## src/hw/rtl/dpoc_pkg.sv

```systemverilog
// ============================================================================
// dpoc_pkg - shared types and constants for the dust pulse occupancy block
// Beat structs, sequencer states, register indexes and Q16/Q32 coefficients.
// ============================================================================
package dpoc_pkg;

    // Input beat: one measured low pulse
    typedef struct packed {
        logic [19:0] pulse_us;
        logic        window_end;
    } in_item_t;

    // Output beat: one concentration pair per closed window
    typedef struct packed {
        logic [20:0] raw_concentration;
        logic [20:0] filtered_concentration;
    } out_item_t;

    // Configuration register indexes
    localparam logic CFG_FILTER_ENABLE = 1'b0;
    localparam logic CFG_SAMPLE_TIME   = 1'b1;

    localparam logic [15:0] SAMPLE_TIME_RST = 16'd30000;

    // Datapath widths
    localparam int TOTAL_W = 32;
    localparam int DVD_W   = 48;   // ratio dividend: total << 16
    localparam int DVS_W   = 20;   // divisor: sample_time_ms * 10
    localparam int QUO_W   = 32;
    localparam int R_W     = 24;   // Q8.16 ratio
    localparam int R2_W    = 32;
    localparam int ACC_W   = 64;
    localparam int MB_W    = 26;   // widest serial multiplier operand
    localparam int CONC_W  = 21;

    localparam logic [5:0] DIV_LAST = 6'd47;

    // Polynomial coefficients in Q16, offset in Q32
    localparam logic [MB_W-1:0]  C3_Q16 = 26'd72090;
    localparam logic [MB_W-1:0]  C2_Q16 = 26'd249037;
    localparam logic [MB_W-1:0]  C1_Q16 = 26'd34078720;
    localparam logic [ACC_W-1:0] C0_Q32 = 64'd2662858752;

    // Conversion sequencer states
    typedef enum logic [3:0] {
        ST_IDLE,
        ST_DIV,
        ST_SQ,
        ST_CUBE,
        ST_T3,
        ST_T1,
        ST_T2,
        ST_HIST,
        ST_OUT
    } dpoc_state_t;

endpackage

```

## src/hw/rtl/dust_pulse_occupancy_concentration_top.sv

```systemverilog
// ============================================================================
// dust_pulse_occupancy_concentration_top - low-pulse occupancy to concentration
// Input beats carry one low-pulse duration; a beat with window_end closes the
// window and yields one output beat with raw and filtered concentration.
// A beat without window_end is taken while in_stall is low and the next may
// follow at once. A window_end beat starts a bit-serial conversion: a
// restoring divider (one quotient bit a cycle) and five shift-add multiplies
// (one multiplier bit a cycle, stopping when the operand runs out of ones)
// give the raw result. With the filter on and the history full, a second
// pass (mean divide plus conversion) gives the filtered result. in_stall is
// high from the closing beat until the result is in the output register.
// The result sits in an output register; pulses are taken while it waits,
// and a new result waits only until out_stall lets the old beat go.
// Reset clears the occupancy total, history count and head, sets
// filter_enable to 0 and sample_time_ms to 30000. History entries hold
// garbage until written. Config writes take effect from the next cycle.
// ============================================================================
module dust_pulse_occupancy_concentration_top #(
    parameter int WINDOW_LEN = 8
) (
    input  logic                clk,
    input  logic                rst_n,
    input  logic                in_valid,
    output logic                in_stall,
    input  dpoc_pkg::in_item_t  in_data,
    output logic                out_valid,
    input  logic                out_stall,
    output dpoc_pkg::out_item_t out_data,
    input  logic                cfg_wr_en,
    input  logic                cfg_index,
    input  logic [15:0]         cfg_data
);
    import dpoc_pkg::*;

    localparam int HEAD_W = (WINDOW_LEN > 1) ? $clog2(WINDOW_LEN) : 1;
    localparam int CNT_W  = $clog2(WINDOW_LEN + 1);
    localparam int HSUM_W = TOTAL_W + $clog2(WINDOW_LEN);

    localparam logic [HEAD_W-1:0] HEAD_LAST = HEAD_W'(WINDOW_LEN - 1);
    localparam logic [CNT_W-1:0]  CNT_FULL  = CNT_W'(WINDOW_LEN);
    localparam logic [DVS_W-1:0]  WIN_DVS   = DVS_W'(WINDOW_LEN);

    // Control state
    dpoc_state_t        state_reg, state_next;
    logic               filter_enable_reg;
    logic [15:0]        sample_time_reg;
    logic [TOTAL_W-1:0] total_reg, total_next;
    logic [CNT_W-1:0]   hist_count_reg, hist_count_next;
    logic [HEAD_W-1:0]  hist_head_reg, hist_head_next;
    logic [HSUM_W-1:0]  hist_sum_reg, hist_sum_next;
    logic               out_valid_reg, out_valid_next;
    logic [5:0]         div_cnt_reg, div_cnt_next;

    // Datapath
    logic [TOTAL_W-1:0] conv_total_reg, conv_total_next;
    logic               mean_reg, mean_next;      // divider runs the history mean
    logic               pass_filt_reg, pass_filt_next;
    logic [DVD_W-1:0]   dvd_reg, dvd_next;
    logic [DVS_W-1:0]   dvs_reg, dvs_next;
    logic [DVS_W-1:0]   rem_reg, rem_next;
    logic [QUO_W-1:0]   quo_reg, quo_next;
    logic               quo_ovf_reg, quo_ovf_next;
    logic [R_W-1:0]     r_reg, r_next;
    logic [R2_W-1:0]    r2_reg, r2_next;
    logic [ACC_W-1:0]   mul_a_reg, mul_a_next;
    logic [MB_W-1:0]    mul_b_reg, mul_b_next;
    logic [ACC_W-1:0]   acc_reg, acc_next;
    logic [CONC_W-1:0]  raw_reg, raw_next;
    logic [CONC_W-1:0]  filt_reg, filt_next;
    out_item_t          out_data_reg, out_data_next;

    // History memory
    logic [TOTAL_W-1:0] hist_mem [WINDOW_LEN];
    logic [TOTAL_W-1:0] hist_rd_reg;
    logic               hist_we;

    // Per-cycle helpers
    logic [TOTAL_W:0]   add_sum;
    logic [DVS_W-1:0]   st10;
    logic [DVS_W:0]     trial;
    logic [DVS_W:0]     trial_diff;
    logic               q_bit;
    logic [QUO_W-1:0]   quo_step;
    logic               ovf_step;
    logic [R_W-1:0]     r_sat;
    logic [ACC_W-1:0]   acc_step;
    logic [CONC_W-1:0]  conc;
    logic [HSUM_W-1:0]  hist_sum_upd;

    // Divisor for the ratio: sample time times ten, zero read as one
    always_comb
    begin
        if (sample_time_reg == 16'd0)
        begin
            st10 = DVS_W'(10);
        end
        else
        begin
            st10 = (DVS_W'(sample_time_reg) << 3) + (DVS_W'(sample_time_reg) << 1);
        end
    end

    // Pulse sum, one restoring divide step, one multiply step, the conversion tail and the history sum update
    always_comb
    begin
        add_sum    = {1'b0, total_reg} + (TOTAL_W + 1)'(in_data.pulse_us);
        trial      = {rem_reg, dvd_reg[DVD_W-1]};
        trial_diff = trial - {1'b0, dvs_reg};
        q_bit      = !trial_diff[DVS_W];
        quo_step   = {quo_reg[QUO_W-2:0], q_bit};
        ovf_step   = quo_ovf_reg | quo_reg[QUO_W-1];
        r_sat      = (ovf_step || (quo_step[QUO_W-1:R_W] != '0)) ? '1 : quo_step[R_W-1:0];

        if (!mul_b_reg[0])
        begin
            acc_step = acc_reg;
        end
        else if (state_reg == ST_T2)
        begin
            acc_step = acc_reg - mul_a_reg;
        end
        else
        begin
            acc_step = acc_reg + mul_a_reg;
        end

        // Negative or zero clamps to zero, large values to full scale
        if (acc_reg[ACC_W-1])
        begin
            conc = '0;
        end
        else if (acc_reg[ACC_W-2:CONC_W+32] != '0)
        begin
            conc = '1;
        end
        else
        begin
            conc = acc_reg[CONC_W+31:32];
        end

        if (hist_count_reg < CNT_FULL)
        begin
            hist_sum_upd = hist_sum_reg + HSUM_W'(conv_total_reg);
        end
        else
        begin
            hist_sum_upd = hist_sum_reg - HSUM_W'(hist_rd_reg) + HSUM_W'(conv_total_reg);
        end
    end

    // Sequencer: next state and datapath loads
    always_comb
    begin
        state_next      = state_reg;
        total_next      = total_reg;
        hist_count_next = hist_count_reg;
        hist_head_next  = hist_head_reg;
        hist_sum_next   = hist_sum_reg;
        out_valid_next  = out_valid_reg & out_stall;
        div_cnt_next    = div_cnt_reg;
        conv_total_next = conv_total_reg;
        mean_next       = mean_reg;
        pass_filt_next  = pass_filt_reg;
        dvd_next        = dvd_reg;
        dvs_next        = dvs_reg;
        rem_next        = rem_reg;
        quo_next        = quo_reg;
        quo_ovf_next    = quo_ovf_reg;
        r_next          = r_reg;
        r2_next         = r2_reg;
        mul_a_next      = mul_a_reg;
        mul_b_next      = mul_b_reg;
        acc_next        = acc_reg;
        raw_next        = raw_reg;
        filt_next       = filt_reg;
        out_data_next   = out_data_reg;
        hist_we         = 1'b0;

        case (state_reg)
            ST_IDLE:
            begin
                if (in_valid)
                begin
                    // Accumulate with saturation; a closing beat starts conversion
                    if (add_sum[TOTAL_W])
                    begin
                        total_next = '1;
                    end
                    else
                    begin
                        total_next = add_sum[TOTAL_W-1:0];
                    end
                    if (in_data.window_end)
                    begin
                        conv_total_next = total_next;
                        total_next      = '0;
                        mean_next       = 1'b0;
                        pass_filt_next  = 1'b0;
                        dvd_next        = {conv_total_next, 16'd0};
                        dvs_next        = st10;
                        rem_next        = '0;
                        quo_next        = '0;
                        quo_ovf_next    = 1'b0;
                        div_cnt_next    = '0;
                        state_next      = ST_DIV;
                    end
                end
            end

            ST_DIV:
            begin
                // Shift one quotient bit per cycle
                dvd_next     = dvd_reg << 1;
                rem_next     = q_bit ? trial_diff[DVS_W-1:0] : trial[DVS_W-1:0];
                quo_next     = quo_step;
                quo_ovf_next = ovf_step;
                div_cnt_next = div_cnt_reg + 6'd1;
                if (div_cnt_reg == DIV_LAST)
                begin
                    if (mean_reg)
                    begin
                        // Mean ready: divide it by sample time times ten for the ratio
                        mean_next    = 1'b0;
                        dvd_next     = {quo_step, 16'd0};
                        dvs_next     = st10;
                        rem_next     = '0;
                        quo_next     = '0;
                        quo_ovf_next = 1'b0;
                        div_cnt_next = '0;
                    end
                    else
                    begin
                        r_next     = r_sat;
                        mul_a_next = ACC_W'(r_sat);
                        mul_b_next = MB_W'(r_sat);
                        acc_next   = '0;
                        state_next = ST_SQ;
                    end
                end
            end

            ST_SQ, ST_CUBE, ST_T3, ST_T1, ST_T2:
            begin
                if (mul_b_reg != '0)
                begin
                    // Consume one multiplier bit
                    acc_next   = acc_step;
                    mul_a_next = mul_a_reg << 1;
                    mul_b_next = mul_b_reg >> 1;
                end
                else
                begin
                    case (state_reg)
                        ST_SQ:
                        begin
                            r2_next    = acc_reg[R2_W+15:16];
                            mul_a_next = ACC_W'(acc_reg[R2_W+15:16]);
                            mul_b_next = MB_W'(r_reg);
                            acc_next   = '0;
                            state_next = ST_CUBE;
                        end
                        ST_CUBE:
                        begin
                            mul_a_next = ACC_W'(acc_reg[ACC_W-9:16]);
                            mul_b_next = C3_Q16;
                            acc_next   = C0_Q32;
                            state_next = ST_T3;
                        end
                        ST_T3:
                        begin
                            mul_a_next = ACC_W'(r_reg);
                            mul_b_next = C1_Q16;
                            state_next = ST_T1;
                        end
                        ST_T1:
                        begin
                            mul_a_next = ACC_W'(r2_reg);
                            mul_b_next = C2_Q16;
                            state_next = ST_T2;
                        end
                        default:
                        begin
                            // Polynomial done
                            if (pass_filt_reg)
                            begin
                                filt_next  = conc;
                                state_next = ST_OUT;
                            end
                            else if (filter_enable_reg)
                            begin
                                raw_next   = conc;
                                state_next = ST_HIST;
                            end
                            else
                            begin
                                raw_next   = conc;
                                filt_next  = conc;
                                state_next = ST_OUT;
                            end
                        end
                    endcase
                end
            end

            ST_HIST:
            begin
                // Write the new total at the head, replacing the oldest entry once full, and update the running sum
                hist_we        = 1'b1;
                hist_sum_next  = hist_sum_upd;
                hist_head_next = (hist_head_reg == HEAD_LAST) ? '0 : hist_head_reg + 1'b1;
                if (hist_count_reg < CNT_FULL)
                begin
                    hist_count_next = hist_count_reg + 1'b1;
                    filt_next       = raw_reg;
                    state_next      = ST_OUT;
                end
                else
                begin
                    mean_next      = 1'b1;
                    pass_filt_next = 1'b1;
                    dvd_next       = DVD_W'(hist_sum_upd);
                    dvs_next       = WIN_DVS;
                    rem_next       = '0;
                    quo_next       = '0;
                    quo_ovf_next   = 1'b0;
                    div_cnt_next   = '0;
                    state_next     = ST_DIV;
                end
            end

            ST_OUT:
            begin
                // Load the output register once the previous beat has gone
                if (!out_valid_reg || !out_stall)
                begin
                    out_valid_next                       = 1'b1;
                    out_data_next.raw_concentration      = raw_reg;
                    out_data_next.filtered_concentration = filt_reg;
                    state_next                           = ST_IDLE;
                end
            end

            default:
            begin
                state_next = ST_IDLE;
            end
        endcase
    end

    // Control registers
    always_ff @(posedge clk or negedge rst_n)
    begin
        if (!rst_n)
        begin
            state_reg         <= ST_IDLE;
            filter_enable_reg <= 1'b0;
            sample_time_reg   <= SAMPLE_TIME_RST;
            total_reg         <= '0;
            hist_count_reg    <= '0;
            hist_head_reg     <= '0;
            hist_sum_reg      <= '0;
            out_valid_reg     <= 1'b0;
            div_cnt_reg       <= '0;
            mean_reg          <= 1'b0;
            pass_filt_reg     <= 1'b0;
        end
        else
        begin
            state_reg      <= state_next;
            total_reg      <= total_next;
            hist_count_reg <= hist_count_next;
            hist_head_reg  <= hist_head_next;
            hist_sum_reg   <= hist_sum_next;
            out_valid_reg  <= out_valid_next;
            div_cnt_reg    <= div_cnt_next;
            mean_reg       <= mean_next;
            pass_filt_reg  <= pass_filt_next;
            if (cfg_wr_en)
            begin
                case (cfg_index)
                    CFG_FILTER_ENABLE: filter_enable_reg <= cfg_data[0];
                    CFG_SAMPLE_TIME:   sample_time_reg   <= cfg_data;
                    default: ;
                endcase
            end
        end
    end

    // Datapath registers
    always_ff @(posedge clk)
    begin
        conv_total_reg <= conv_total_next;
        dvd_reg        <= dvd_next;
        dvs_reg        <= dvs_next;
        rem_reg        <= rem_next;
        quo_reg        <= quo_next;
        quo_ovf_reg    <= quo_ovf_next;
        r_reg          <= r_next;
        r2_reg         <= r2_next;
        mul_a_reg      <= mul_a_next;
        mul_b_reg      <= mul_b_next;
        acc_reg        <= acc_next;
        raw_reg        <= raw_next;
        filt_reg       <= filt_next;
        out_data_reg   <= out_data_next;
    end

    // History memory: one write port, registered read at the head
    always_ff @(posedge clk)
    begin
        if (hist_we)
        begin
            hist_mem[hist_head_reg] <= conv_total_reg;
        end
        hist_rd_reg <= hist_mem[hist_head_reg];
    end

    assign in_stall  = (state_reg != ST_IDLE);
    assign out_valid = out_valid_reg;
    assign out_data  = out_data_reg;

`ifndef SYNTHESIS
    // A new result only appears out of the output state
    assert property (@(posedge clk) disable iff (!rst_n)
        $rose(out_valid_reg) |-> $past(state_reg == ST_OUT))
        else $error("output valid rose outside the output state");

    // History fill count never passes the window length
    assert property (@(posedge clk) disable iff (!rst_n)
        hist_count_reg <= CNT_FULL)
        else $error("history count overflow");

    // Divider remainder stays below the divisor
    assert property (@(posedge clk) disable iff (!rst_n)
        state_reg == ST_DIV |-> rem_reg < dvs_reg)
        else $error("divider remainder out of range");

    // A pending result is never overwritten while stalled
    assert property (@(posedge clk) disable iff (!rst_n)
        (state_reg == ST_OUT && out_valid_reg && out_stall) |=> state_reg == ST_OUT)
        else $error("result left output state while slot busy");
`endif

endmodule

```

## config.mk

```make
export PLATFORM = sky130hd
export DESIGN_NAME = dust_pulse_occupancy_concentration_top
export DESIGN_NICKNAME = d
export VERILOG_FILES = /design/src/hw/rtl/dpoc_pkg.sv /design/src/hw/rtl/dust_pulse_occupancy_concentration_top.sv
export SDC_FILE = /design/constraint.sdc
export NUM_CORES = 2
export LEC_CHECK = 0
export BUFFER_PORTS_ARGS = -buffer_cell sky130_fd_sc_hd__buf_2
export CAP_MARGIN = 10
export CORE_UTILIZATION = 45
export CTS_CLUSTER_SIZE = 30
export DETAILED_ROUTE_END_ITERATION = 8
export SYNTH_ARGS = -nofsm -noshare
export SYNTH_HDL_FRONTEND = slang
export SYNTH_SLANG_ARGS = --single-unit
```

## constraint.sdc

```tcl
create_clock -name clk -period 19.4 [get_ports clk]
set_clock_uncertainty 0.2 [all_clocks]
set_input_delay 5.82 -clock clk [delete_from_list [all_inputs] [get_ports clk]]
set_output_delay 5.82 -clock clk [all_outputs]
set_load 0.005 [all_outputs]
```

==> flow_metrics.env <==
export IMPL_finalSetupViolations=0
export IMPL_cts_path_max_buffers=3
export IMPL_cts_setup_buffers=0
export IMPL_grt_pass1_vias=30600
export IMPL_dp_cells=5202
export IMPL_synth_top_area_share=0.476
export IMPL_regArea_mm2=0.0243
export IMPL_rsz0062_at_grt="no"
export IMPL_p_total_w=0.00938
export IMPL_via_per_inst=5.93
export IMPL_synth_edf_count=702
export IMPL_worst_pin_slew_ns=1.17
export IMPL_fp_row_count=114
export IMPL_syn_to_final_growth_pct=11.3
export IMPL_fp_dieH_um=316
export IMPL_htreeDepth=3
export IMPL_drc=0
export IMPL_port_buffers=86
export IMPL_drv_slew=0
export IMPL_cp_end_kind="register"
export IMPL_setup_tns_ns=0
export IMPL_cts_buffers=91
export IMPL_synthCells=3995
export IMPL_syn_mean_instance_area_um2=11.1
export IMPL_cp_required_ns=19.62
export IMPL_wl_per_cell_um=22.6
export IMPL_drive_above_1_share=0.0991
export IMPL_whs_ns=0.218
export IMPL_fin_area_mm2=0.0493
export IMPL_die_width_um=316
export IMPL_criticalPathCategory="input port to register"
export IMPL_layout_common_cells="edfxtp_1, nor2_1, nand2_1, a21oi_1, inv_1"
export IMPL_mostFrequentLayoutCell="edfxtp_1"
export IMPL_worstPathArrival_ns=9.29
export IMPL_worstSkewPairLatency_ns=0.71
export IMPL_ctsHoldBuffers=0
export IMPL_cts_sinks=838
export IMPL_yosys_warnings=0
export IMPL_cts_resized=0
export IMPL_async_flop_share=0.124
export IMPL_largest_reg_flops=256
export IMPL_reg2reg_setup_slack_ns=13.15
export IMPL_yosys_area_top_type="edfxtp_1"
export IMPL_firstDrtPassIters=5
export IMPL_p_per_area_mw_per_mm2=190
export IMPL_initial_utilization=0.456
export IMPL_syn_nets=4264
export IMPL_hpwl_um=82700
export IMPL_period_share=0.467
export IMPL_overflow=0
export IMPL_die_area_mm2=0.0997
export IMPL_syn_area_mm2=0.0443
export IMPL_placed_area_mm2=0.0461
export IMPL_grt_max_degree=82
export IMPL_irDropWorstVdd_mv=0.134
export IMPL_dr_total_vias=31900
export IMPL_yosys_top_cells_area="edfxtp_1, dfrtp_1, ha_1"
export IMPL_nFillCells=8620
export IMPL_top_level_ports=87
export IMPL_status="finished clean"
export IMPL_multi_input_area_mm2=0.0186
export IMPL_clockRootBuffer="clkbuf_16"
export IMPL_synth_flop_cell="edfxtp_1"
export IMPL_maxCapViolCount=0
export IMPL_hold_path_class="register to register"
export IMPL_finalCriticalPeriod_ns=9.06
export IMPL_ys_ff_latch=838
export IMPL_critPathMaxFanout=4
export IMPL_grt_pass1_wl_um=185000
export IMPL_yosysSeqAreaShare=0.549
export IMPL_fmax_ghz=0.110
export IMPL_gp_congestion=0.944
export IMPL_coreArea_mm2=0.0971
export IMPL_cts_tree="yes"
export IMPL_globalRouteTotalUtil=0.244
export IMPL_ys_types=83
export IMPL_worst_setup_path_start_kind="input port"
export IMPL_clkTransAtPathRegs_ns=0.06
export IMPL_nNetsFinal=4288
export IMPL_power_leakage_nw=19.1
export IMPL_hold_viol_final=0
export IMPL_ant_nets=0
export IMPL_antenna_found_initial=8
export IMPL_slew_headroom=0.218
export IMPL_wirelength_um=122000
export IMPL_drt_iter0_drc=3009
export IMPL_stdcell_count=5377
-- metrics by stage --
step	util	worst slack (ns)
2_1_floorplan	-	10.39
4_1_cts	0.507	10.33
3_5_place_dp	0.475	9.62
3_3_place_gp	0.475	9.60
6_report	0.507	10.34
5_1_grt	0.507	9.93
-- worst paths after layout --
check / from / to / cells after the start
max: in_data[1] / dvd_reg[46] / 14
min: filt_reg[2] / out_data[2] / 0
max reg2reg: mul_a_reg[3] / acc_reg[62] / 17
min reg2reg: filt_reg[2] / out_data[2] / 0
max in group asynchronous: rst_n / hist_sum_reg[28] / 2
min in group asynchronous: rst_n / sample_time_reg[11] / 1
-- where the power goes --
group	switching, W	internal (W)
logic	0.00273	0.00172
registers	0.000464	0.00266
clock network	0.000768	0.00104
total	0.00397	0.00542
-- logic make-up after synthesis --
| family | Yosys count | share of synthesized area |
|---|---|---|
| and+or+nand+nor | 1150 | 0.126 |
| AOI/OAI and AO/OA | 1106 | 0.167 |
| DFF | 838 | 0.549 |
| buffers and inverters | 424 | 0.0360 |
| adders and majority gates | 226 | 0.0701 |
| xor gates and xnor gates | 223 | 0.0443 |
| muxes | 28 | 0.00687 |
-- critical path, cell delays in order --
cell	delay, ns
buf_2	0.10
ha_1	0.22
inv_1	0.07
fa_1	0.37
nor2b_1	0.17
o31ai_1	0.15
a2111oi_0	0.57
o211ai_1	0.25
a31oi_1	0.32
o21ai_0	0.30
nor3_1	0.41
xnor2_1	0.19
a21oi_1	0.08
a221o_1	0.27
-- synthesized netlist by cell type, drive strengths merged (19+ instances only) --
cell type	instances
edfxtp	702
nor2	321
nand2	295
a21oi	283
inv	225
ha	189
clkbuf	188
o21ai	181
xnor2	138
a22oi	135
a21o	127
nand3	104
dfrtp	97
xor2	85
nand4	81
and2	63
and3	61
o31ai	59
nor3	51
fa	37
or2	37
nand2b	35
a22o	33
a211oi	32
a31oi	32
dfxtp	32
o21bai	29
nor4	26
o21a	25
o211ai	22
a221o	20
or3	20
a222oi	19
mux2	19
nor2b	19
-- area by class of cell --
cell class	count	share of cell area
Antenna cell	6	0.000305
Clock buffer	122	0.0528
Clock inverter	47	0.0119
Inverter	225	0.0172
Multi-Input combinational cell	2733	0.376
Sequential cell	838	0.494
Tap cell	1276	0.0324
Timing Repair Buffer	130	0.0155
-- routing by layer --
layer  GRT usage  vias to the layer above  wire length [um]
met5           0                        -                23
met4      0.0833                        4              3520
met3      0.0428                      173              9030
met2       0.364                     1143             52800
met1       0.357                    15700             56300
li1            -                    14900                 -
No activity file was read; power rests on OpenSTA's default activity.
